`config.mk`:
```
export PLATFORM = sky130hd
export DESIGN_NAME = pga_front
export DESIGN_NICKNAME = d
export VERILOG_FILES = /design/src/design/pga_pkg.sv /design/src/design/pga_front.sv
export SDC_FILE = /design/constraint.sdc
export NUM_CORES = 1
export LEC_CHECK = 0
export BUFFER_PORTS_ARGS = -buffer_cell sky130_fd_sc_hd__buf_2
export CAP_MARGIN = 0
export CORE_ASPECT_RATIO = 0.6
export CORE_MARGIN = 10
export CORE_UTILIZATION = 50
export CTS_BUF_LIST = sky130_fd_sc_hd__clkbuf_4 sky130_fd_sc_hd__clkbuf_8 sky130_fd_sc_hd__clkbuf_16
export CTS_CLUSTER_DIAMETER = 120
export DETAILED_ROUTE_END_ITERATION = 10
export MAX_ROUTING_LAYER = met4
export PLACE_DENSITY_LB_ADDON = 0.3
export RECOVER_POWER = 25
export SYNTH_ARGS = -nofsm -noshare
export SYNTH_HDL_FRONTEND = slang
export SYNTH_SLANG_ARGS = --single-unit
```
`constraint.sdc`:
```
create_clock -name clk_i -period 3.4 [get_ports clk_i]
set_clock_uncertainty 0.15 [all_clocks]
set_input_delay 0.68 -clock clk_i [delete_from_list [all_inputs] [get_ports clk_i]]
set_output_delay 0.68 -clock clk_i [all_outputs]
set_load 0.02 [all_outputs]
```
`src/design/pga_pkg.sv`:
```
// Package for the PageRank gather/apply engine.
// Holds the sizes, fixed-point constants, opcodes, item type and sequencer states.
// It depends on no other file.
package pga_pkg;

  localparam int unsigned VTX_COUNT    = 1024;
  localparam int unsigned VTX_W        = $clog2(VTX_COUNT);
  localparam int unsigned DEG_W        = 16;
  localparam int unsigned RANK_W       = 32;
  localparam int unsigned DAMP_W       = 16;
  localparam int unsigned PROD_W       = RANK_W + DAMP_W;
  localparam int unsigned FIFO_DEPTH   = 2;

  localparam logic [RANK_W-1:0] ONE_Q16      = 32'h0001_0000;
  localparam logic [DAMP_W-1:0] DAMP_RESET   = 16'd55706;
  localparam logic [DEG_W-1:0]  DEG_MAX      = {DEG_W{1'b1}};

  typedef enum logic [1:0] {
    OP_COUNT  = 2'd0,
    OP_GATHER = 2'd1,
    OP_APPLY  = 2'd2,
    OP_INIT   = 2'd3
  } op_e;

  typedef enum logic [2:0] {
    ST_CLEAR,
    ST_IDLE,
    ST_EXEC,
    ST_DIV,
    ST_APPLY
  } state_e;

  typedef struct packed {
    op_e              op;
    logic [VTX_W-1:0] src;
    logic [VTX_W-1:0] dst;
  } item_t;

endpackage

```
`src/design/pga_front.sv`:
```
// Front end: accepts input items and holds them in a short queue for the back end.
// Depends on pga_pkg.
module pga_front (
  input  logic                  clk_i,
  input  logic                  rst_ni,
  input  logic                  in_valid_i,
  output logic                  in_ready_o,
  input  logic [1:0]            opcode_i,
  input  logic [pga_pkg::VTX_W-1:0] src_vertex_i,
  input  logic [pga_pkg::VTX_W-1:0] dst_vertex_i,
  output logic                  q_valid_o,
  output pga_pkg::item_t        q_item_o,
  input  logic                  q_pop_i
);
  import pga_pkg::*;

  localparam int unsigned PW = $clog2(FIFO_DEPTH);

  item_t         slot_q [FIFO_DEPTH];
  logic [PW-1:0] rd_q, rd_d, wr_q, wr_d;
  logic [PW:0]   cnt_q, cnt_d;
  logic          push, pop;
  item_t         in_item;

  assign in_item.op  = op_e'(opcode_i);
  assign in_item.src = src_vertex_i;
  assign in_item.dst = dst_vertex_i;

  assign in_ready_o = (cnt_q != (PW+1)'(FIFO_DEPTH));
  assign q_valid_o  = (cnt_q != '0);
  assign q_item_o   = slot_q[rd_q];
  assign push       = in_valid_i && in_ready_o;
  assign pop        = q_pop_i && q_valid_o;

  always_comb begin
    rd_d  = pop  ? PW'(rd_q + 1'b1) : rd_q;
    wr_d  = push ? PW'(wr_q + 1'b1) : wr_q;
    cnt_d = cnt_q;
    if (push && !pop) begin
      cnt_d = cnt_q + 1'b1;
    end else if (pop && !push) begin
      cnt_d = cnt_q - 1'b1;
    end
  end

  always_ff @(posedge clk_i or negedge rst_ni) begin
    if (!rst_ni) begin
      rd_q  <= '0;
      wr_q  <= '0;
      cnt_q <= '0;
    end else begin
      rd_q  <= rd_d;
      wr_q  <= wr_d;
      cnt_q <= cnt_d;
    end
  end

  always_ff @(posedge clk_i) begin
    if (push) begin
      slot_q[wr_q] <= in_item;
    end
  end

endmodule

```
==> flow_metrics.env, run 1 <==
export IMPL_status="finished clean"
export IMPL_syn2layout_area_growth_pct=22.5
export IMPL_gp_congestion=0.718
export IMPL_drc=0
export IMPL_worstPathCellList="buf_4 -> mux2_2 -> buf_2"
export IMPL_synth_area_leaders="edfxtp_1, mux2_2, dfrtp_1, xnor2_1, buf_6"
export IMPL_drive_gt1_share_pct=52.1
export IMPL_cp_max_fo=16
export IMPL_final_antenna_net_count=0
export IMPL_multi_input_area_sq_um=343
export IMPL_rows=16
export IMPL_die_h_um=66.3
export IMPL_crit_path_max_incr_delay_ns=0.53
export IMPL_vias_per_cell=4.79
export IMPL_synth_warnings=0
export IMPL_cts_tree="yes"
export IMPL_synthTopCellsByCount="edfxtp_1, mux2_2, dfrtp_1, xnor2_1"
export IMPL_synth_top_area_cell="edfxtp_1"
export IMPL_path_class="flip-flop to output pin"
export IMPL_utilization_pct=65.5
export IMPL_start_util_pct=53.5
export IMPL_fill_cells=248
export IMPL_startpoint_type="flip-flop"
export IMPL_h_tree_depth=2
export IMPL_clock_fmax_ghz=0.402
export IMPL_p_sw_w=0.000626
export IMPL_crit_path_end_kind="output pin"
export IMPL_ir_drop_mv=0.445
export IMPL_grt_pass1_vias=1047
export IMPL_cts_sinks=48
export IMPL_vias=905
export IMPL_slew_headroom_pct=50.9
export IMPL_p_seq_share_pct=45.2
export IMPL_seqCellArea_sq_mm=0.00142
export IMPL_slowest_stage="dfrtp_1"
export IMPL_coreArea_sq_mm=0.00334
export IMPL_fin_setup_tns_ns=0
export IMPL_post_cts_buffers=0
export IMPL_cts_root_buffer_cell="clkbuf_8"
export IMPL_syn_num_nets=113
export IMPL_syn_inst=86
export IMPL_synthDominantCellAreaShare_pct=73.9
export IMPL_synth_edf_count=44
export IMPL_hp_class="input pin to async pin"
export IMPL_syn_cell_area_sq_mm=0.00179
export IMPL_power_share_combinational_pct=35.0
export IMPL_numCtsBuffers=5
export IMPL_fin_crit_sh_pct=73.2
export IMPL_globalRouteTotalUtil_pct=10.6
export IMPL_clk_latency_ns=0.29
export IMPL_setup_viol=0
export IMPL_yosysSeqAreaShare_pct=79.5
export IMPL_first_pass_iters=2
export IMPL_num_antenna_cells=0
export IMPL_p_leak_nw=0.832
export IMPL_slew_violations=0
export IMPL_tightest_slew_ns=0.736
export IMPL_async_flop_share_pct=8.33
export IMPL_ys_seq_elements=48
export IMPL_antenna_found_initial=0
export IMPL_grt_max_degree=23
export IMPL_clk_pin_slew_ns=0.08
export IMPL_grt_pass1_wl_um=5060
export IMPL_drt_initial_drc_count=23
export IMPL_powerDensity_mw_per_mm2=883
export IMPL_overflow=0
export IMPL_cts_resized=0
export IMPL_postCtsHoldBufs=0
export IMPL_finalCriticalPeriod_ns=2.49
export IMPL_dpl_hpwl_um=2400
export IMPL_finalNetCount=170
export IMPL_rsz0062_at_grt="false"
export IMPL_cts_max_path_buffers=2
export IMPL_fp_dieArea_sq_mm=0.00645
export IMPL_port_buffers=49
export IMPL_drt_total_wl_um=3270
export IMPL_ys_types=14
export IMPL_synth_most_common_cell="edfxtp_1"
export IMPL_critical_path_required_ns=2.57
export IMPL_io_pins=50
export IMPL_switching_share_pct=32.4
export IMPL_worstPathArrival_ns=1.66
export IMPL_wl_per_cell_um=17.3
export IMPL_avgSynthCellArea_sq_um=20.8
export IMPL_p_clk_share_pct=19.8
export IMPL_drv_cap=0
export IMPL_die_x_um=97.2
export IMPL_p_int_w=0.00131
export IMPL_hold_viol_final=0
export IMPL_synth_flop_cell="edfxtp_1"
[layout make-up]
cell class,count,area share (%)
clock buffers,5,3.14
well taps,45,2.57
multi-input cells,35,15.7
inverters,1,0.171
repair buffers,52,11.8
clock inverters,3,1.71
flip-flops and latches,48,64.9
[path summary, 6_finish.rpt]
path / from / to / slack, ns / cells past startpoint
setup / recovery: rd_q$_DFFE_PN0P_ / q_item_o[7] / 0.91 / 3
hold / removal: rst_ni / cnt_q[0]$_DFFE_PN0P_ / 0.06 / 1
setup reg to reg: cnt_q[0]$_DFFE_PN0P_ / slot_q[1][1]$_DFFE_PP_ / 1.47 / 3
hold reg to reg: cnt_q[1]$_DFFE_PN0P_ / cnt_q[1]$_DFFE_PN0P_ / 0.34 / 1
max in group asynchronous: rst_ni / wr_q$_DFFE_PN0P_ / 2.85 / 1
min in group clk_i: cnt_q[1]$_DFFE_PN0P_ / cnt_q[1]$_DFFE_PN0P_ / 0.34 / 1
[metal layers]
layer	up-vias	GRT usage, %	part of all wire [%]
met5	-	-	0
met4	0	4.40	1.4
met3	4	4.18	6.1
met2	35	17.2	47
met1	426	11.7	45
li1	440	-	-
[layout by cell type, fill, tap and decap left out]
cell       Yosys  layout
edfxtp_1      44      44
buf_2          0      42
mux2_2        22      22
clkbuf_1       0       7
clkbuf_8       0       5
dfrtp_1        4       4
xnor2_1        3       3
buf_4          0       3
xor2_1         2       2
clkinv_1       0       2
nand2b_1       1       1
nand2_1        1       1
inv_1          1       1
or2_1          1       1
nand2_2        1       1
and3_1         1       1
nor2_2         0       1
nor2_1         2       1
ha_1           1       1
bufinv_16      0       1
[kinds of logic after synthesis]
logic type,synth area share [%]
DFF,79.5
muxes,13.9
and+or+nand+nor,2.03
xor gates and xnor gates,2.45
buffers and inverters,1.47
adders and majority gates,0.700
[power by group through the flow]
| stage | combinational, W | clock (W) | sequential [W] |
|---|---|---|---|
| floorplan | 0.000502 | 0 | 0.000865 |
| global placement | 0.000685 | 0 | 0.000878 |
| detailed placement | 0.000691 | 0 | 0.000887 |
| CTS | 0.000696 | 0.000398 | 0.000875 |
| global route | 0.000737 | 0.000416 | 0.000889 |
| finish | 0.000677 | 0.000382 | 0.000873 |
[worst max-delay path, delay by kind of cell (launching register included)]
family                 cells  cell delay [ns]
muxes                      1             0.36
DFF                        1             0.53
buffers and inverters      2             0.47
[state kept, by name (all words and copies together) (netlist names)]
name / flops
cnt_q: 2
rd_q: 1
slot_q: 44
wr_q: 1
[through the flow]
| stage | setup WS [ns] | area [sq um] | hold WS (ns) | instances | total power (W) |
|---|---|---|---|---|---|
| floorplan | 1.11 | 1790 | 0.234 | 86 | 0.00137 |
| global placement | 1.22 | 2090 | 0.326 | 181 | 0.00156 |
| detailed placement | 1.22 | 2090 | 0.327 | 181 | 0.00158 |
| CTS | 0.876 | 2200 | 0.0158 | 189 | 0.00197 |
| global route | 0.804 | 2190 | 0.0633 | 189 | 0.00204 |
| finish | 0.912 | 2190 | 0.0572 | 189 | 0.00193 |
(Power assumes the default switching activity.)
==> run 2, diff against run 1 <==
- CORE_UTILIZATION: 50 -> 46
- clock period: 3.4 -> 2.09 ns (I/O delays scaled with it)
==> flow_metrics.env, run 2 (synthesized netlist as in run 1, its figures left out) <==
export IMPL_start_util_pct=48.3
export IMPL_die_x_um=100
export IMPL_post_cts_buffers=0
export IMPL_fin_setup_tns_ns=0
export IMPL_crit_path_end_kind="output pin"
export IMPL_hold_viol_final=0
export IMPL_overflow=0
export IMPL_antenna_found_initial=0
export IMPL_clock_fmax_ghz=0.505
export IMPL_vias_per_cell=4.74
export IMPL_globalRouteTotalUtil_pct=9.85
export IMPL_final_antenna_net_count=0
export IMPL_fin_hold_ws_ns=0.171
export IMPL_vias=925
export IMPL_grt_pass1_wl_um=4960
export IMPL_worstPathCellList="buf_4 -> mux2_2 -> buf_2"
export IMPL_path_delay_family="buffers and inverters"
export IMPL_cp_buffers_inverters=2
export IMPL_first_pass_iters=4
export IMPL_use_met2_pct=16.5
export IMPL_clk_latency_ns=0.28
export IMPL_slew_violations=0
export IMPL_layout_commonest_cell="buf_2"
export IMPL_drc=0
export IMPL_drv_cap=0
export IMPL_finalNetCount=174
export IMPL_fp_dieArea_sq_mm=0.00686
export IMPL_startpoint_type="flip-flop"
export IMPL_p_seq_share_pct=44.7
export IMPL_cts_max_path_buffers=2
export IMPL_top_regs="slot_q: 44 flops, cnt_q: 2 flops"
export IMPL_cts_root_buffer_cell="clkbuf_8"
export IMPL_setup_viol=0
export IMPL_drt_initial_drc_count=28
export IMPL_num_antenna_cells=0
export IMPL_rows=17
export IMPL_clk_pin_slew_ns=0.08
export IMPL_cts_sinks=48
export IMPL_gp_congestion=0.707
export IMPL_powerDensity_mw_per_mm2=1400
export IMPL_regMostFlops="slot_q"
export IMPL_grtUsageMet1_pct=10.1
export IMPL_die_h_um=68.3
export IMPL_hp_class="input pin to flip-flop"
export IMPL_crit_path_max_incr_delay_ns=0.37
export IMPL_io_pins=50
export IMPL_setup_slack_ns=0.108
export IMPL_syn2layout_area_growth_pct=24.1
export IMPL_rsz0062_at_grt="false"
export IMPL_fin_crit_sh_pct=94.8
export IMPL_grt_pass1_vias=1077
export IMPL_pre_cts_ws_ns=0.408
export IMPL_switching_share_pct=32.5
export IMPL_power_share_combinational_pct=37.4
export IMPL_worstPathArrival_ns=1.41
export IMPL_critical_path_required_ns=1.52
export IMPL_slowest_stage="mux2_2"
export IMPL_wl_per_cell_um=16.2
export IMPL_p_int_w=0.00210
export IMPL_cp_max_fo=16
export IMPL_status="finished clean"
export IMPL_p_clk_share_pct=17.9
export IMPL_port_buffers=49
export IMPL_h_tree_depth=2
export IMPL_power_w=0.00311
export IMPL_finalCriticalPeriod_ns=1.98
export IMPL_p_leak_nw=0.859
export IMPL_slew_headroom_pct=77.5
export IMPL_grt_busiest_layer="met2"
export IMPL_p_sw_w=0.00101
export IMPL_rrSetupSlack_ns=0.44
export IMPL_ir_drop_mv=0.737
export IMPL_drt_total_wl_um=3160
export IMPL_layout_common_cells="buf_2, edfxtp_1, mux2_2, clkbuf_8, buf_4"
export IMPL_drive_gt1_share_pct=56.1
export IMPL_largest_reg_flops=44
export IMPL_use_met3_pct=5.13
export IMPL_tightest_slew_ns=0.337
export IMPL_coreArea_sq_mm=0.00370
export IMPL_grt_max_degree=17
export IMPL_path_class="flip-flop to output pin"
export IMPL_dpl_hpwl_um=2400
export IMPL_cts_tree="yes"
export IMPL_numCtsBuffers=5
run 2: per-stage QoR:
step | std cells | instance area (sq um) | utilization, %
2_1_floorplan | 86 | 1790 | -
3_3_place_gp | 186 | 2120 | 57.2
3_5_place_dp | 186 | 2120 | 57.2
4_1_cts | 195 | 2220 | 60.1
5_1_grt | 195 | 2220 | 60.0
6_report | 195 | 2220 | 60.0
run 2: final timing paths:
check | depth (start not counted) | startpoint | endpoint
min | 1 | src_vertex_i[7] | slot_q[1][17]$_DFFE_PP_
min in group asynchronous | 2 | rst_ni | cnt_q[0]$_DFFE_PN0P_
max in group asynchronous | 2 | rst_ni | wr_q$_DFFE_PN0P_
min reg2reg | 1 | cnt_q[1]$_DFFE_PN0P_ | cnt_q[1]$_DFFE_PN0P_
max reg2reg | 6 | cnt_q[0]$_DFFE_PN0P_ | cnt_q[1]$_DFFE_PN0P_
max | 3 | rd_q$_DFFE_PN0P_ | q_item_o[0]
run 2: cell type report:
cell class,count,area (sq um)
inverters,1,3.75
flip-flops and latches,48,1420
clock buffers,8,97.6
repair buffers,56,295
fillers,297,1480
multi-input cells,35,343
well taps,47,58.8
run 2: what timing repair did:
action | in CTS | in global routing
resized for setup | 0 | 0
hold endpoints to repair | 4 | 0
hold buffers | 1 | 0
endpoints found under the setup margin | 0 | 0
run 2: layer usage:
layer	wire length [um]	vias to the layer above
li1	-	446
met1	1320	444
met2	1540	33
met3	276	2
met4	17	0
met5	0	-
run 2: power by group through the flow:
stage          Sequential [W]  Clock [W]  Combinational [W]
4_1_cts               0.00139   0.000576            0.00120
3_5_place_dp          0.00142          0            0.00119
2_1_floorplan         0.00141          0           0.000819
3_3_place_gp          0.00140          0            0.00118
5_1_grt               0.00142   0.000631            0.00127
6_report              0.00139   0.000558            0.00117
==> run 3, diff against run 2 <==
- CORE_ASPECT_RATIO: 0.6 -> not set
==> flow_metrics.env, run 3 (synthesized netlist as in run 1, its figures left out) <==
export IMPL_status="finished clean"
export IMPL_layout_common_cells="buf_2, edfxtp_1, mux2_2, buf_4, clkbuf_8"
export IMPL_rrSetupSlack_ns=0.42
export IMPL_fp_dieArea_sq_mm=0.00678
export IMPL_use_met2_pct=16.9
export IMPL_wl_per_cell_um=16.6
export IMPL_overflow=0
export IMPL_finalCriticalPeriod_ns=1.96
export IMPL_grt_pass1_wl_um=5110
export IMPL_rsz0062_at_grt="false"
export IMPL_critPathLaunch="rd_q$_DFFE_PN0P_"
export IMPL_cts_max_path_buffers=2
export IMPL_top_regs="slot_q: 44 flops, cnt_q: 2 flops"
export IMPL_hold_viol_final=0
export IMPL_worstPathCellList="buf_4 -> mux2_2 -> buf_2"
export IMPL_grt_busiest_layer="met2"
export IMPL_start_util_pct=48.1
export IMPL_drv_cap=0
export IMPL_cts_root_buffer_cell="clkbuf_8"
export IMPL_fin_crit_sh_pct=93.8
export IMPL_cp_max_fo=12
export IMPL_dp_cells=187
export IMPL_fill_cells=305
export IMPL_vias_per_cell=4.79
export IMPL_h_tree_depth=2
export IMPL_tightest_slew_ns=0.327
export IMPL_slew_headroom_pct=78.2
export IMPL_grt_pass1_vias=1032
export IMPL_slowest_stage="dfrtp_1"
export IMPL_post_dp_cell_area_sq_mm=0.00212
export IMPL_drt_total_wl_um=3260
export IMPL_syn2layout_area_growth_pct=25.1
export IMPL_p_leak_nw=0.868
export IMPL_rows=22
export IMPL_hp_start="src_vertex_i[6]"
export IMPL_clk_pin_slew_ns=0.08
export IMPL_path_class="flip-flop to output pin"
export IMPL_layout_commonest_cell="buf_2"
export IMPL_dpl_hpwl_um=2420
export IMPL_vias=938
export IMPL_num_antenna_cells=0
export IMPL_startpoint_type="flip-flop"
export IMPL_ir_drop_mv=0.784
export IMPL_io_pins=50
export IMPL_cts_sinks=48
export IMPL_hp_class="input pin to flip-flop"
export IMPL_slew_violations=0
export IMPL_drc=0
export IMPL_grtUsageMet1_pct=11.5
export IMPL_largest_reg_flops=44
export IMPL_setup_viol=0
export IMPL_clk_latency_ns=0.29
export IMPL_seqCellArea_sq_mm=0.00142
export IMPL_regMostFlops="slot_q"
export IMPL_use_met3_pct=4.43
export IMPL_finalNetCount=174
export IMPL_die_x_um=82.3
export IMPL_fin_cells=196
export IMPL_cts_tree="yes"
export IMPL_drive_gt1_share_pct=56.8
export IMPL_gp_congestion=0.649
export IMPL_die_h_um=82.3
export IMPL_clock_fmax_ghz=0.510
export IMPL_path_delay_family="buffers and inverters"
export IMPL_drt_initial_drc_count=57
export IMPL_critical_path_required_ns=1.52
export IMPL_fin_area_sq_mm=0.00224
export IMPL_cp_buffers_inverters=2
export IMPL_powerDensity_mw_per_mm2=1440
export IMPL_globalRouteTotalUtil_pct=10.7
export IMPL_crit_path_max_incr_delay_ns=0.36
export IMPL_numCtsBuffers=5
export IMPL_post_cts_buffers=0
export IMPL_worstPathArrival_ns=1.39
export IMPL_rr_startpoint="cnt_q[0]$_DFFE_PN0P_"
export IMPL_final_antenna_net_count=0
export IMPL_antenna_found_initial=0
export IMPL_multi_input_area_sq_um=343
export IMPL_crit_path_end_kind="output pin"
export IMPL_grt_max_degree=16
export IMPL_first_pass_iters=3
export IMPL_coreArea_sq_mm=0.00372
export IMPL_port_buffers=49
export IMPL_fin_setup_tns_ns=0
==> run 3: layout make-up <==
type                    instances  share of cell area, %
clock inverters                 3                   1.90
repair buffers                 56                   13.3
flip-flops and latches         48                   63.5
multi-input cells              35                   15.3
clock buffers                   5                   3.08
inverters                       1                  0.168
well taps                      48                   2.68
==> run 3: worst paths after layout <==
check	to	cells past startpoint
setup reg to reg	slot_q[0][20]$_DFFE_PP_	4
max in group asynchronous	rd_q$_DFFE_PN0P_	2
hold / removal	slot_q[1][16]$_DFFE_PP_	1
setup / recovery	q_item_o[0]	3
hold reg to reg	cnt_q[1]$_DFFE_PN0P_	1
min in group asynchronous	wr_q$_DFFE_PN0P_	2
==> run 3: report_power, final <==
group | switching, W | total [W] | internal, W
Clock | 0.000290 | 0.000644 | 0.000354
Combinational | 0.000688 | 0.00118 | 0.000489
Sequential | 0.0000727 | 0.00139 | 0.00132
==> run 3: repair_timing <==
item	4_1_cts	5_1_grt
gates resized for setup	0	0
hold endpoints to repair	4	0
endpoints found under the setup margin	0	0
hold buffers	1	0
==> run 3: through the flow <==
stage / setup WS [ns] / utilization (%) / total power (W) / hold WS [ns]
after CTS: 0.107 / 60.3 / 0.00327 / 0.150
after global placement: 0.468 / 57.0 / 0.00258 / 0.0795
after detailed placement: 0.415 / 57.0 / 0.00262 / 0.0827
final: 0.130 / 60.2 / 0.00321 / 0.159
after global routing: 0.0605 / 60.2 / 0.00341 / 0.140
after floorplan: 0.152 / - / 0.00223 / -0.0276
==> run 3: routing by layer <==
metal  routed length (um)  part of all wire (%)
met1                 1310                    40
met2                 1660                    51
met3                  242                   7.4
met4                   45                   1.4
met5                    0                     0
